<file path="config.mk">
export PLATFORM = sky130hd
export DESIGN_NAME = lru_pinned_block_cache_directory_core
export DESIGN_NICKNAME = d
export VERILOG_FILES = /design/src/design/lpbc_pkg.sv /design/src/design/lru_pinned_block_cache_directory_core.sv
export SDC_FILE = /design/constraint.sdc
export NUM_CORES = 2
export LEC_CHECK = 0
export ABC_AREA = 1
export CAP_MARGIN = 5
export CORE_MARGIN = 5
export CORE_UTILIZATION = 55
export DETAILED_ROUTE_END_ITERATION = 7
export DONT_BUFFER_PORTS = 1
export PLACE_DENSITY = 0.73
export SYNTH_ARGS = -nofsm -noshare
export SYNTH_HDL_FRONTEND = slang
export SYNTH_SLANG_ARGS = --single-unit
</file>
<file path="constraint.sdc">
create_clock -name clock -period 17.1 [get_ports clock]
set_clock_uncertainty 0.05 [all_clocks]
set_input_delay 0.855 -clock clock [delete_from_list [all_inputs] [get_ports clock]]
set_output_delay 0.855 -clock clock [all_outputs]
set_load 0.02 [all_outputs]
</file>
<file path="src/design/lpbc_pkg.sv">
// Shared types and codes for the LRU pinned block cache directory.
// No dependencies.
package lpbc_pkg;

   typedef enum logic [2:0] {
      REQ_GET       = 3'd0,
      REQ_PUT       = 3'd1,
      REQ_MARK_DIRTY = 3'd2,
      REQ_FLUSH_DEV = 3'd3,
      REQ_INV_BLOCK = 3'd4,
      REQ_INV_DEV   = 3'd5
   } req_code_type;

   typedef enum logic [3:0] {
      ST_HIT          = 4'd0,
      ST_FILLED       = 4'd1,
      ST_BAD_SIZE     = 4'd2,
      ST_LBA_OVERFLOW = 4'd3,
      ST_OUT_OF_RANGE = 4'd4,
      ST_ALL_PINNED   = 4'd5,
      ST_NOT_CACHED   = 4'd6,
      ST_PIN_UNDERFLOW = 4'd7,
      ST_PINNED_REFUSED = 4'd8
   } status_code_type;

   typedef enum logic [1:0] {
      KIND_STATUS = 2'd0,
      KIND_READ   = 2'd1,
      KIND_WRITE  = 2'd2
   } item_kind_type;

   typedef enum logic [0:0] {
      CSR_LAST_LBA = 1'd0,
      CSR_RANGE_ON = 1'd1
   } csr_index_type;

   typedef enum logic [2:0] {
      S_IDLE,
      S_SCAN,
      S_DECIDE,
      S_MUL,
      S_CHECK,
      S_FILL,
      S_CMD,
      S_STAT
   } fsm_state_type;

   localparam int unsigned SECTOR_SHIFT = 9;
   localparam logic [7:0] PIN_MAX = 8'hFF;

endpackage

</file>
<file path="src/design/lru_pinned_block_cache_directory_core.sv">
// Top level of the LRU pinned block cache directory.
// Depends on lpbc_pkg.
//
// Usage: a request transaction on req_* (valid/ready) names a device and a
// block. The block scans its PAGES slots one per cycle through a shared
// compare path, then decides, runs at most one pass of the shared 32 x N
// multiplier (fill LBA or writeback LBA) and emits on rsp_*: an optional
// read or write command, then a final status transaction with is_last set
// and the four running counters.
// Path: after the scan of all slots a fill passes decide, multiply, check,
// fill, command and status, the longest path; other requests take shorter
// paths through a subset of these states. The idle state then accepts the
// next request.
// One request is in work at a time; req_ready is high in idle, including
// while the previous final status still sits in the output register.
// A stalled receiver holds rsp_* steady; the sequencer waits before loading
// the output register until it is free.
// Reset (synchronous, active high) empties every slot, clears the counters,
// sets device_last_lba to all ones, turns the range check on. Config writes on
// csr_* take effect at once; the user must make them only while idle (the block does not enforce it).
module lru_pinned_block_cache_directory_core #(
   parameter int PAGES = 16,
   parameter int MAX_BLOCK_BYTES = 4096
) (
   input  logic        clock,
   input  logic        reset,
   input  logic        req_valid,
   output logic        req_ready,
   input  logic [2:0]  req_type,
   input  logic [7:0]  req_device_id,
   input  logic [31:0] req_block_number,
   input  logic [15:0] req_block_bytes,
   output logic        rsp_valid,
   input  logic        rsp_ready,
   output logic [1:0]  rsp_item_kind,
   output logic [3:0]  rsp_status,
   output logic [3:0]  rsp_slot,
   output logic [31:0] rsp_lba,
   output logic [3:0]  rsp_sector_count,
   output logic        rsp_is_last,
   output logic [31:0] rsp_hit_count,
   output logic [31:0] rsp_miss_count,
   output logic [31:0] rsp_eviction_count,
   output logic [31:0] rsp_writeback_count,
   input  logic        csr_we,
   input  logic [0:0]  csr_index,
   input  logic [31:0] csr_wdata
);
   import lpbc_pkg::*;

   localparam int IW = (PAGES > 1) ? $clog2(PAGES) : 1;
   localparam int SW = $clog2(MAX_BLOCK_BYTES / 512) + 1;
   localparam int PW = 32 + SW;
   localparam logic [IW-1:0] LAST_IDX = IW'(PAGES - 1);

   fsm_state_type state_ff, state_in;

   // slot directory
   logic [PAGES-1:0] valid_ff;
   logic [7:0]       dev_ff [PAGES];
   logic [31:0]      blk_ff [PAGES];
   logic [SW-1:0]    sect_ff [PAGES];
   logic [7:0]       pins_ff [PAGES];
   logic [IW-1:0]    rank_ff [PAGES];

   logic [31:0] hit_cnt_ff, miss_cnt_ff, evict_cnt_ff, wb_cnt_ff;
   logic [31:0] last_lba_ff;
   logic        range_on_ff;

   // latched request
   logic [2:0]  rq_type_ff;
   logic [7:0]  rq_dev_ff;
   logic [31:0] rq_blk_ff;
   logic [15:0] rq_bytes_ff;

   // scan results
   logic [IW-1:0] idx_ff;
   logic          hit_ff, free_ff, vic_ff;
   logic [IW-1:0] hit_idx_ff, free_idx_ff, vic_idx_ff;
   logic [IW-1:0] vic_rank_ff;
   logic [IW-1:0] tgt_ff;

   // shared multiplier
   logic [31:0]   mul_a_ff;
   logic [SW-1:0] mul_b_ff;
   logic [PW-1:0] prod_ff;

   // pending items
   logic [1:0]  cmd_kind_ff;
   logic [3:0]  cmd_cnt_ff;
   logic [3:0]  st_ff;
   logic [3:0]  stslot_ff;

   logic        rsp_valid_ff;
   logic [1:0]  o_kind_ff;
   logic [3:0]  o_status_ff, o_slot_ff, o_cnt_ff;
   logic [31:0] o_lba_ff, o_hit_ff, o_miss_ff, o_evict_ff, o_wb_ff;
   logic        o_last_ff;

   logic out_free, load_out, cur_match, bad_size, fill_ovf, fill_oor;
   logic [SW-1:0] spb;

   assign out_free  = !rsp_valid_ff || rsp_ready;
   assign load_out  = ((state_ff == S_CMD) || (state_ff == S_STAT)) && out_free;
   assign cur_match = valid_ff[idx_ff] && dev_ff[idx_ff] == rq_dev_ff &&
                      blk_ff[idx_ff] == rq_blk_ff;
   assign spb       = SW'(rq_bytes_ff >> SECTOR_SHIFT);
   assign bad_size  = (rq_bytes_ff == 16'd0) || (rq_bytes_ff[SECTOR_SHIFT-1:0] != '0) ||
                      (32'(rq_bytes_ff) > 32'(MAX_BLOCK_BYTES));
   assign fill_ovf  = |prod_ff[PW-1:32];
   assign fill_oor  = ({1'b0, prod_ff[31:0]} + 33'(spb)) > {1'b0, last_lba_ff};

   always_comb begin
      state_in = state_ff;
      unique case (state_ff)
         S_IDLE:   if (req_valid) state_in = S_SCAN;
         S_SCAN:   if (idx_ff == LAST_IDX) state_in = S_DECIDE;
         S_DECIDE: begin
            state_in = S_STAT;
            if (rq_type_ff == REQ_GET && !hit_ff && !bad_size) state_in = S_MUL;
            if (rq_type_ff == REQ_MARK_DIRTY && hit_ff) state_in = S_MUL;
         end
         S_MUL:    state_in = (rq_type_ff == REQ_GET) ? S_CHECK : S_CMD;
         S_CHECK: begin
            state_in = S_STAT;
            if (!(range_on_ff && (fill_ovf || fill_oor)) && (free_ff || vic_ff))
               state_in = S_FILL;
         end
         S_FILL:   state_in = S_CMD;
         S_CMD:    if (out_free) state_in = S_STAT;
         S_STAT:   if (out_free) state_in = S_IDLE;
         default:  state_in = S_IDLE;
      endcase
   end

   always_comb begin
      req_ready = (state_ff == S_IDLE);
   end

   always_ff @(posedge clock) begin
      if (reset) begin
         state_ff <= S_IDLE;
      end else begin
         state_ff <= state_in;
      end
   end

   // parallel recency update helpers, one lane per slot
   function automatic logic [IW-1:0] unlink_rank(logic [IW-1:0] r, logic [IW-1:0] rs,
                                                  logic v, logic self);
      logic [IW-1:0] res;
      res = r;
      if (self) res = '0;
      else if (v && r > rs) res = r - 1'b1;
      return res;
   endfunction

   always_ff @(posedge clock) begin
      if (reset) begin
         valid_ff     <= '0;
         hit_cnt_ff   <= '0;
         miss_cnt_ff  <= '0;
         evict_cnt_ff <= '0;
         wb_cnt_ff    <= '0;
         last_lba_ff  <= 32'hFFFF_FFFF;
         range_on_ff  <= 1'b1;
         rsp_valid_ff <= 1'b0;
         for (int i = 0; i < PAGES; i++) begin
            rank_ff[i] <= '0;
            pins_ff[i] <= '0;
         end
      end else begin
         if (csr_we) begin
            unique case (csr_index)
               CSR_LAST_LBA: last_lba_ff <= csr_wdata;
               CSR_RANGE_ON: range_on_ff <= csr_wdata[0];
               default: ;
            endcase
         end
         if (load_out) rsp_valid_ff <= 1'b1;
         else if (rsp_ready) rsp_valid_ff <= 1'b0;

         case (state_ff)
            S_IDLE: begin
               rq_type_ff  <= req_type;
               rq_dev_ff   <= req_device_id;
               rq_blk_ff   <= req_block_number;
               rq_bytes_ff <= req_block_bytes;
               idx_ff  <= '0;
               hit_ff  <= 1'b0;
               free_ff <= 1'b0;
               vic_ff  <= 1'b0;
               st_ff     <= ST_HIT;
               stslot_ff <= '0;
            end
            S_SCAN: begin
               idx_ff <= idx_ff + 1'b1;
               if (cur_match && !hit_ff) begin
                  hit_ff     <= 1'b1;
                  hit_idx_ff <= idx_ff;
               end
               if (!valid_ff[idx_ff] && !free_ff) begin
                  free_ff     <= 1'b1;
                  free_idx_ff <= idx_ff;
               end
               if (pins_ff[idx_ff] == 8'd0 && (!vic_ff || rank_ff[idx_ff] > vic_rank_ff)) begin
                  vic_ff      <= 1'b1;
                  vic_idx_ff  <= idx_ff;
                  vic_rank_ff <= rank_ff[idx_ff];
               end
               // invalidate device drops matching unpinned slots in scan order
               if (rq_type_ff == REQ_INV_DEV && valid_ff[idx_ff] &&
                   dev_ff[idx_ff] == rq_dev_ff && pins_ff[idx_ff] == 8'd0) begin
                  valid_ff[idx_ff] <= 1'b0;
                  for (int i = 0; i < PAGES; i++)
                     rank_ff[i] <= unlink_rank(rank_ff[i], rank_ff[idx_ff], valid_ff[i],
                                               IW'(i) == idx_ff);
               end
            end
            S_DECIDE: begin
               // only the per-block requests report the matched slot
               stslot_ff <= (hit_ff && rq_type_ff inside {REQ_GET, REQ_PUT, REQ_MARK_DIRTY,
                                                          REQ_INV_BLOCK}) ?
                            4'(hit_idx_ff) : 4'd0;
               case (rq_type_ff)
                  REQ_GET: begin
                     if (hit_ff) begin
                        hit_cnt_ff <= hit_cnt_ff + 1'b1;
                        if (pins_ff[hit_idx_ff] < PIN_MAX)
                           pins_ff[hit_idx_ff] <= pins_ff[hit_idx_ff] + 1'b1;
                        for (int i = 0; i < PAGES; i++) begin
                           if (IW'(i) == hit_idx_ff) rank_ff[i] <= '0;
                           else if (valid_ff[i] && rank_ff[i] < rank_ff[hit_idx_ff])
                              rank_ff[i] <= rank_ff[i] + 1'b1;
                        end
                     end else begin
                        miss_cnt_ff <= miss_cnt_ff + 1'b1;
                        if (bad_size) st_ff <= ST_BAD_SIZE;
                        mul_a_ff <= rq_blk_ff;
                        mul_b_ff <= spb;
                     end
                  end
                  REQ_PUT: begin
                     if (!hit_ff) st_ff <= ST_NOT_CACHED;
                     else if (pins_ff[hit_idx_ff] == 8'd0) st_ff <= ST_PIN_UNDERFLOW;
                     else pins_ff[hit_idx_ff] <= pins_ff[hit_idx_ff] - 1'b1;
                  end
                  REQ_MARK_DIRTY: begin
                     // dirty is written back at once, so it never persists
                     if (!hit_ff) st_ff <= ST_NOT_CACHED;
                     else begin
                        wb_cnt_ff   <= wb_cnt_ff + 1'b1;
                        mul_a_ff    <= blk_ff[hit_idx_ff];
                        mul_b_ff    <= sect_ff[hit_idx_ff];
                        cmd_kind_ff <= KIND_WRITE;
                        cmd_cnt_ff  <= 4'(sect_ff[hit_idx_ff]);
                        tgt_ff      <= hit_idx_ff;
                     end
                  end
                  REQ_INV_BLOCK: begin
                     if (!hit_ff) st_ff <= ST_NOT_CACHED;
                     else if (pins_ff[hit_idx_ff] != 8'd0) st_ff <= ST_PINNED_REFUSED;
                     else begin
                        valid_ff[hit_idx_ff] <= 1'b0;
                        for (int i = 0; i < PAGES; i++)
                           rank_ff[i] <= unlink_rank(rank_ff[i], rank_ff[hit_idx_ff],
                                                     valid_ff[i], IW'(i) == hit_idx_ff);
                     end
                  end
                  default: ;
               endcase
            end
            S_MUL: begin
               prod_ff <= PW'(mul_a_ff) * PW'(mul_b_ff);
            end
            S_CHECK: begin
               if (range_on_ff && fill_ovf) st_ff <= ST_LBA_OVERFLOW;
               else if (range_on_ff && fill_oor) st_ff <= ST_OUT_OF_RANGE;
               else if (free_ff) tgt_ff <= free_idx_ff;
               else if (vic_ff) begin
                  tgt_ff <= vic_idx_ff;
                  evict_cnt_ff <= evict_cnt_ff + 1'b1;
                  valid_ff[vic_idx_ff] <= 1'b0;
                  for (int i = 0; i < PAGES; i++)
                     rank_ff[i] <= unlink_rank(rank_ff[i], rank_ff[vic_idx_ff],
                                               valid_ff[i], IW'(i) == vic_idx_ff);
               end else st_ff <= ST_ALL_PINNED;
            end
            S_FILL: begin
               valid_ff[tgt_ff] <= 1'b1;
               dev_ff[tgt_ff]   <= rq_dev_ff;
               blk_ff[tgt_ff]   <= rq_blk_ff;
               sect_ff[tgt_ff]  <= spb;
               pins_ff[tgt_ff]  <= 8'd1;
               for (int i = 0; i < PAGES; i++) begin
                  if (IW'(i) == tgt_ff) rank_ff[i] <= '0;
                  else if (valid_ff[i]) rank_ff[i] <= rank_ff[i] + 1'b1;
               end
               cmd_kind_ff <= KIND_READ;
               cmd_cnt_ff  <= 4'(spb);
               st_ff       <= ST_FILLED;
               stslot_ff   <= 4'(tgt_ff);
            end
            S_CMD: begin
               if (out_free) begin
                  o_kind_ff    <= cmd_kind_ff;
                  o_status_ff  <= ST_HIT;
                  o_slot_ff    <= 4'(tgt_ff);
                  o_lba_ff     <= prod_ff[31:0];
                  o_cnt_ff     <= cmd_cnt_ff;
                  o_last_ff    <= 1'b0;
                  o_hit_ff     <= hit_cnt_ff;
                  o_miss_ff    <= miss_cnt_ff;
                  o_evict_ff   <= evict_cnt_ff;
                  o_wb_ff      <= wb_cnt_ff;
               end
            end
            S_STAT: begin
               if (out_free) begin
                  o_kind_ff    <= KIND_STATUS;
                  o_status_ff  <= st_ff;
                  o_slot_ff    <= stslot_ff;
                  o_lba_ff     <= '0;
                  o_cnt_ff     <= '0;
                  o_last_ff    <= 1'b1;
                  o_hit_ff     <= hit_cnt_ff;
                  o_miss_ff    <= miss_cnt_ff;
                  o_evict_ff   <= evict_cnt_ff;
                  o_wb_ff      <= wb_cnt_ff;
               end
            end
            default: ;
         endcase
      end
   end

   assign rsp_valid           = rsp_valid_ff;
   assign rsp_item_kind       = o_kind_ff;
   assign rsp_status          = o_status_ff;
   assign rsp_slot            = o_slot_ff;
   assign rsp_lba             = o_lba_ff;
   assign rsp_sector_count    = o_cnt_ff;
   assign rsp_is_last         = o_last_ff;
   assign rsp_hit_count       = o_hit_ff;
   assign rsp_miss_count      = o_miss_ff;
   assign rsp_eviction_count  = o_evict_ff;
   assign rsp_writeback_count = o_wb_ff;

endmodule
</file>
==> impl_metrics.env <==
export IMPL_drive_gt1_frac=0.0501
export IMPL_worstPathRequired_ns=17.48
export IMPL_die_width_um=388
export IMPL_swShare=0.376
export IMPL_clockBufferDepth=3
export IMPL_postSynthAreaPerCell_sq_um=9.20
export IMPL_setup_viol=0
export IMPL_clockRootBuffer="clkbuf_16"
export IMPL_cts_setup_buffers=0
export IMPL_violations="DRC"
export IMPL_critical_path_class="flip-flop to flip-flop"
export IMPL_synthDistinctLibCells=72
export IMPL_finalPower_w=0.0116
export IMPL_fillerInstances=11601
export IMPL_place_gp_congestion=1.00
export IMPL_gr_total_overflow=0
export IMPL_crit_fanout=41
export IMPL_status="finished with violations"
export IMPL_clk_pin_slew_ns=0.07
export IMPL_async_flop_share=0
export IMPL_tns_ns=0
export IMPL_port_buffers=0
export IMPL_ys_seq_area_frac=0.525
export IMPL_ys_warn_count=0
export IMPL_grt_max_degree=190
export IMPL_fmax_mhz=123
export IMPL_slew_limit_headroom=0.0798
export IMPL_end_kind="flip-flop"
export IMPL_cts_buffers=153
export IMPL_syn_cell_area_sq_mm=0.0784
export IMPL_cts_sinks=1436
export IMPL_pwr_share_seq=0.387
export IMPL_areaGrowthSynthToFinish_pct=8.63
export IMPL_timing_final_crit_share=0.476
export IMPL_nets=8818
export IMPL_synthesis_nets=8999
export IMPL_min_period_ns=8.14
export IMPL_synth_cells=8522
export IMPL_track_usage=0.334
export IMPL_cts_resized_gates=0
export IMPL_cts_tree="done"
export IMPL_drv_cap=0
export IMPL_antenna_found_initial=26
export IMPL_wl_per_cell_um=25.2
export IMPL_grt_pass1_vias=63212
export IMPL_drt_wl_total_mm=261
export IMPL_rsz0062_at_grt="no"
export IMPL_vias=67125
export IMPL_power_switching_w=0.00435
export IMPL_cts_hold_buf=0
export IMPL_grt_pass1_wl_mm=386
export IMPL_viasPerCell=6.48
export IMPL_hold_violations=0
export IMPL_tightest_slew_ns=1.37
export IMPL_hpwl_mm=163
export IMPL_drc=4
export IMPL_io_pins=274
export IMPL_clock_latency_ns=0.81
export IMPL_dr_first_iter_drc_count=9546
export IMPL_htreeDepth=4
export IMPL_start_util=0.554
export IMPL_slowest_delay_ns=0.62
export IMPL_min_path_type="input port to flip-flop"
export IMPL_cp_start_kind="flip-flop"
export IMPL_synth_main_ff_cell="edfxtp_1"
export IMPL_pwr_share_comb=0.314
export IMPL_crit_top_cell="nand3_1"
export IMPL_ir_drop_uv=181
export IMPL_rows=138
export IMPL_dieArea_sq_mm=0.150
export IMPL_critPathArrivalTime_ns=8.52
export IMPL_clock_power_share=0.300
export IMPL_ys_ff_latch=1436
export IMPL_core_sq_mm=0.142
export IMPL_ant_nets=0
export IMPL_dr_pass1_iters=8
export IMPL_power_density_mw_per_mm2=136
export IMPL_internal_power_w=0.00722
export IMPL_slew_viol_final=0
export IMPL_die_y_um=388
export IMPL_p_leak_nw=32.3
export IMPL_slowest_stage="edfxtp_1"
export IMPL_synth_edf_count=1243
metal layers:
layer  part of all wire  vias up  GRT usage
li1                   -    29658          -
met1               0.37    31498      0.445
met2               0.43     4909      0.497
met3               0.14     1046     0.0944
met4              0.063       14      0.184
met5            0.00044        -    0.00128
power groups by stage:
stage | logic, W | clock network [W] | registers [W]
after detailed placement | 0.00346 | 0 | 0.00453
after CTS | 0.00348 | 0.00349 | 0.00445
after floorplan | 0.00241 | 0 | 0.00434
after global routing | 0.00391 | 0.00365 | 0.00449
after global placement | 0.00332 | 0 | 0.00452
final | 0.00363 | 0.00347 | 0.00447
cell usage in the layout (no fill, tap or decap), types with 7 or more instances in the layout:
cell type     n
a211oi_1     14
a21oi_1     465
a221oi_1     10
a22oi_1      24
a31oi_1      61
buf_12        7
buf_4        84
bufinv_16    22
clkbuf_1     33
clkbuf_16   158
clkinv_1     24
clkinv_2     23
dfxtp_1     184
diode_2      10
edfxtp_1   1243
fa_1         62
ha_1        318
inv_1       795
inv_2         9
nand2_1    1091
nand2_2      13
nand3_1     403
nand3_2       7
nand4_1     108
nor2_1     1308
nor2_2       10
nor2_4       18
nor3_1      113
nor3_2        8
nor3b_1      14
nor4_1       33
o211ai_1    122
o21a_1       25
o21ai_0    1040
o21ai_1      15
o221ai_1    208
o22ai_1      87
xnor2_1      64
xor2_1      107
registers in the layout, summed over array words and instances (netlist names), 36 cells and up, named ones only:
| register | cells |
|---|---|
| pins_ff | 128 |
| rank_ff | 64 |
| prod_ff | 36 |
| blk_ff | 512 |
| dev_ff | 128 |
| sect_ff | 64 |
critical path, delay by kind of cell, from the launching register on:
family | cells | cell delay, ns
xor gates and xnor gates | 1 | 0.16
buffers and inverters | 5 | 1.41
and+or+nand+nor | 25 | 4.27
DFF | 1 | 0.62
AOI/OAI and AO/OA | 2 | 0.47
adders and majority gates | 2 | 0.76
final cells by class:
class                      count  area [sq um]  area share
antenna                       10          25.0    0.000294
tap                         1890          2360      0.0278
multi-input combinational   5842         32500       0.381
timing repair buffer          91           771     0.00905
sequential                  1436         41200       0.484
inverter                     817          3100      0.0364
clock inverter                83          1110      0.0130
clock buffer                 194          4120      0.0484
cells in the mapped netlist, types with 5 or more instances:
master / instances / area share
nand2_2: 11 / 0.00088
buf_4: 19 / 0.0018
xor2_1: 107 / 0.012
o32ai_1: 5 / 0.00056
buf_2: 79 / 0.0050
dfxtp_1: 193 / 0.049
o21bai_1: 6 / 0.00057
o31ai_1: 5 / 0.00048
a211oi_1: 14 / 0.0013
buf_6: 9 / 0.0013
o21a_1: 25 / 0.0024
a21boi_0: 5 / 0.00048
nand3_2: 7 / 0.00089
a32o_1: 6 / 0.00077
buf_1: 32 / 0.0015
fa_1: 62 / 0.016
ha_1: 318 / 0.051
or2_2: 5 / 0.00040
clkinv_1: 6 / 0.00029
nor3b_1: 14 / 0.0013
a21oi_1: 466 / 0.030
nand2_1: 1093 / 0.052
edfxtp_1: 1243 / 0.48
a22oi_1: 24 / 0.0023
a221oi_1: 10 / 0.0011
o21ai_0: 1040 / 0.066
nor2_1: 1322 / 0.063
o22ai_1: 87 / 0.0069
o221ai_1: 208 / 0.023
xnor2_1: 64 / 0.0071
nor2_2: 10 / 0.00080
nand3_1: 403 / 0.026
a31oi_1: 61 / 0.0049
nand4_1: 108 / 0.0086
o211ai_1: 122 / 0.012
nor3_1: 119 / 0.0076
nor4_1: 34 / 0.0027
clkbuf_1: 287 / 0.014
inv_1: 801 / 0.038
o21ai_1: 18 / 0.0011
inv_2: 10 / 0.00048
per-stage QoR:
| stage | util | area (sq um) | setup WS [ns] | std cells | hold slack [ns] |
|---|---|---|---|---|---|
| global route | 0.601 | 85200 | 8.45 | 10357 | 0.0606 |
| detailed placement | 0.564 | 79900 | 9.25 | 10076 | 0.393 |
| finish | 0.602 | 85200 | 8.96 | 10363 | 0.0912 |
| CTS | 0.601 | 85200 | 9.22 | 10353 | 0.0475 |
| global placement | 0.564 | 79900 | 9.43 | 10076 | 0.387 |
| floorplan | - | 78400 | 6.17 | 8522 | 0.358 |
kinds of logic (layout without fill, tap and decap cells):
family | after synthesis | in the layout | share of synthesized area
multiplexers | 2 | 2 | 0.000255
AO/OA/AOI/OAI | 2136 | 2136 | 0.158
buffers and inverters | 1244 | 1185 | 0.0626
AND/OR/NAND/NOR | 3153 | 3153 | 0.168
flip-flops | 1436 | 1436 | 0.525
adder cells (fa/ha/maj) | 380 | 380 | 0.0666
other | 0 | 10 | 0
XOR/XNOR | 171 | 171 | 0.0191
final timing paths:
check / start / to / slack, ns / depth (start not counted)
worst max-delay path: rq_bytes_ff[11] / rank_ff[0][2] / 8.96 / 35
worst min-delay path: req_block_bytes[1] / rq_bytes_ff[1] / 0.09 / 0
worst max register to register: rq_bytes_ff[11] / rank_ff[0][2] / 8.96 / 35
worst min register to register: miss_cnt_ff[31] / rsp_miss_count[31] / 0.41 / 0
No activity file was read; power rests on OpenSTA's default activity.
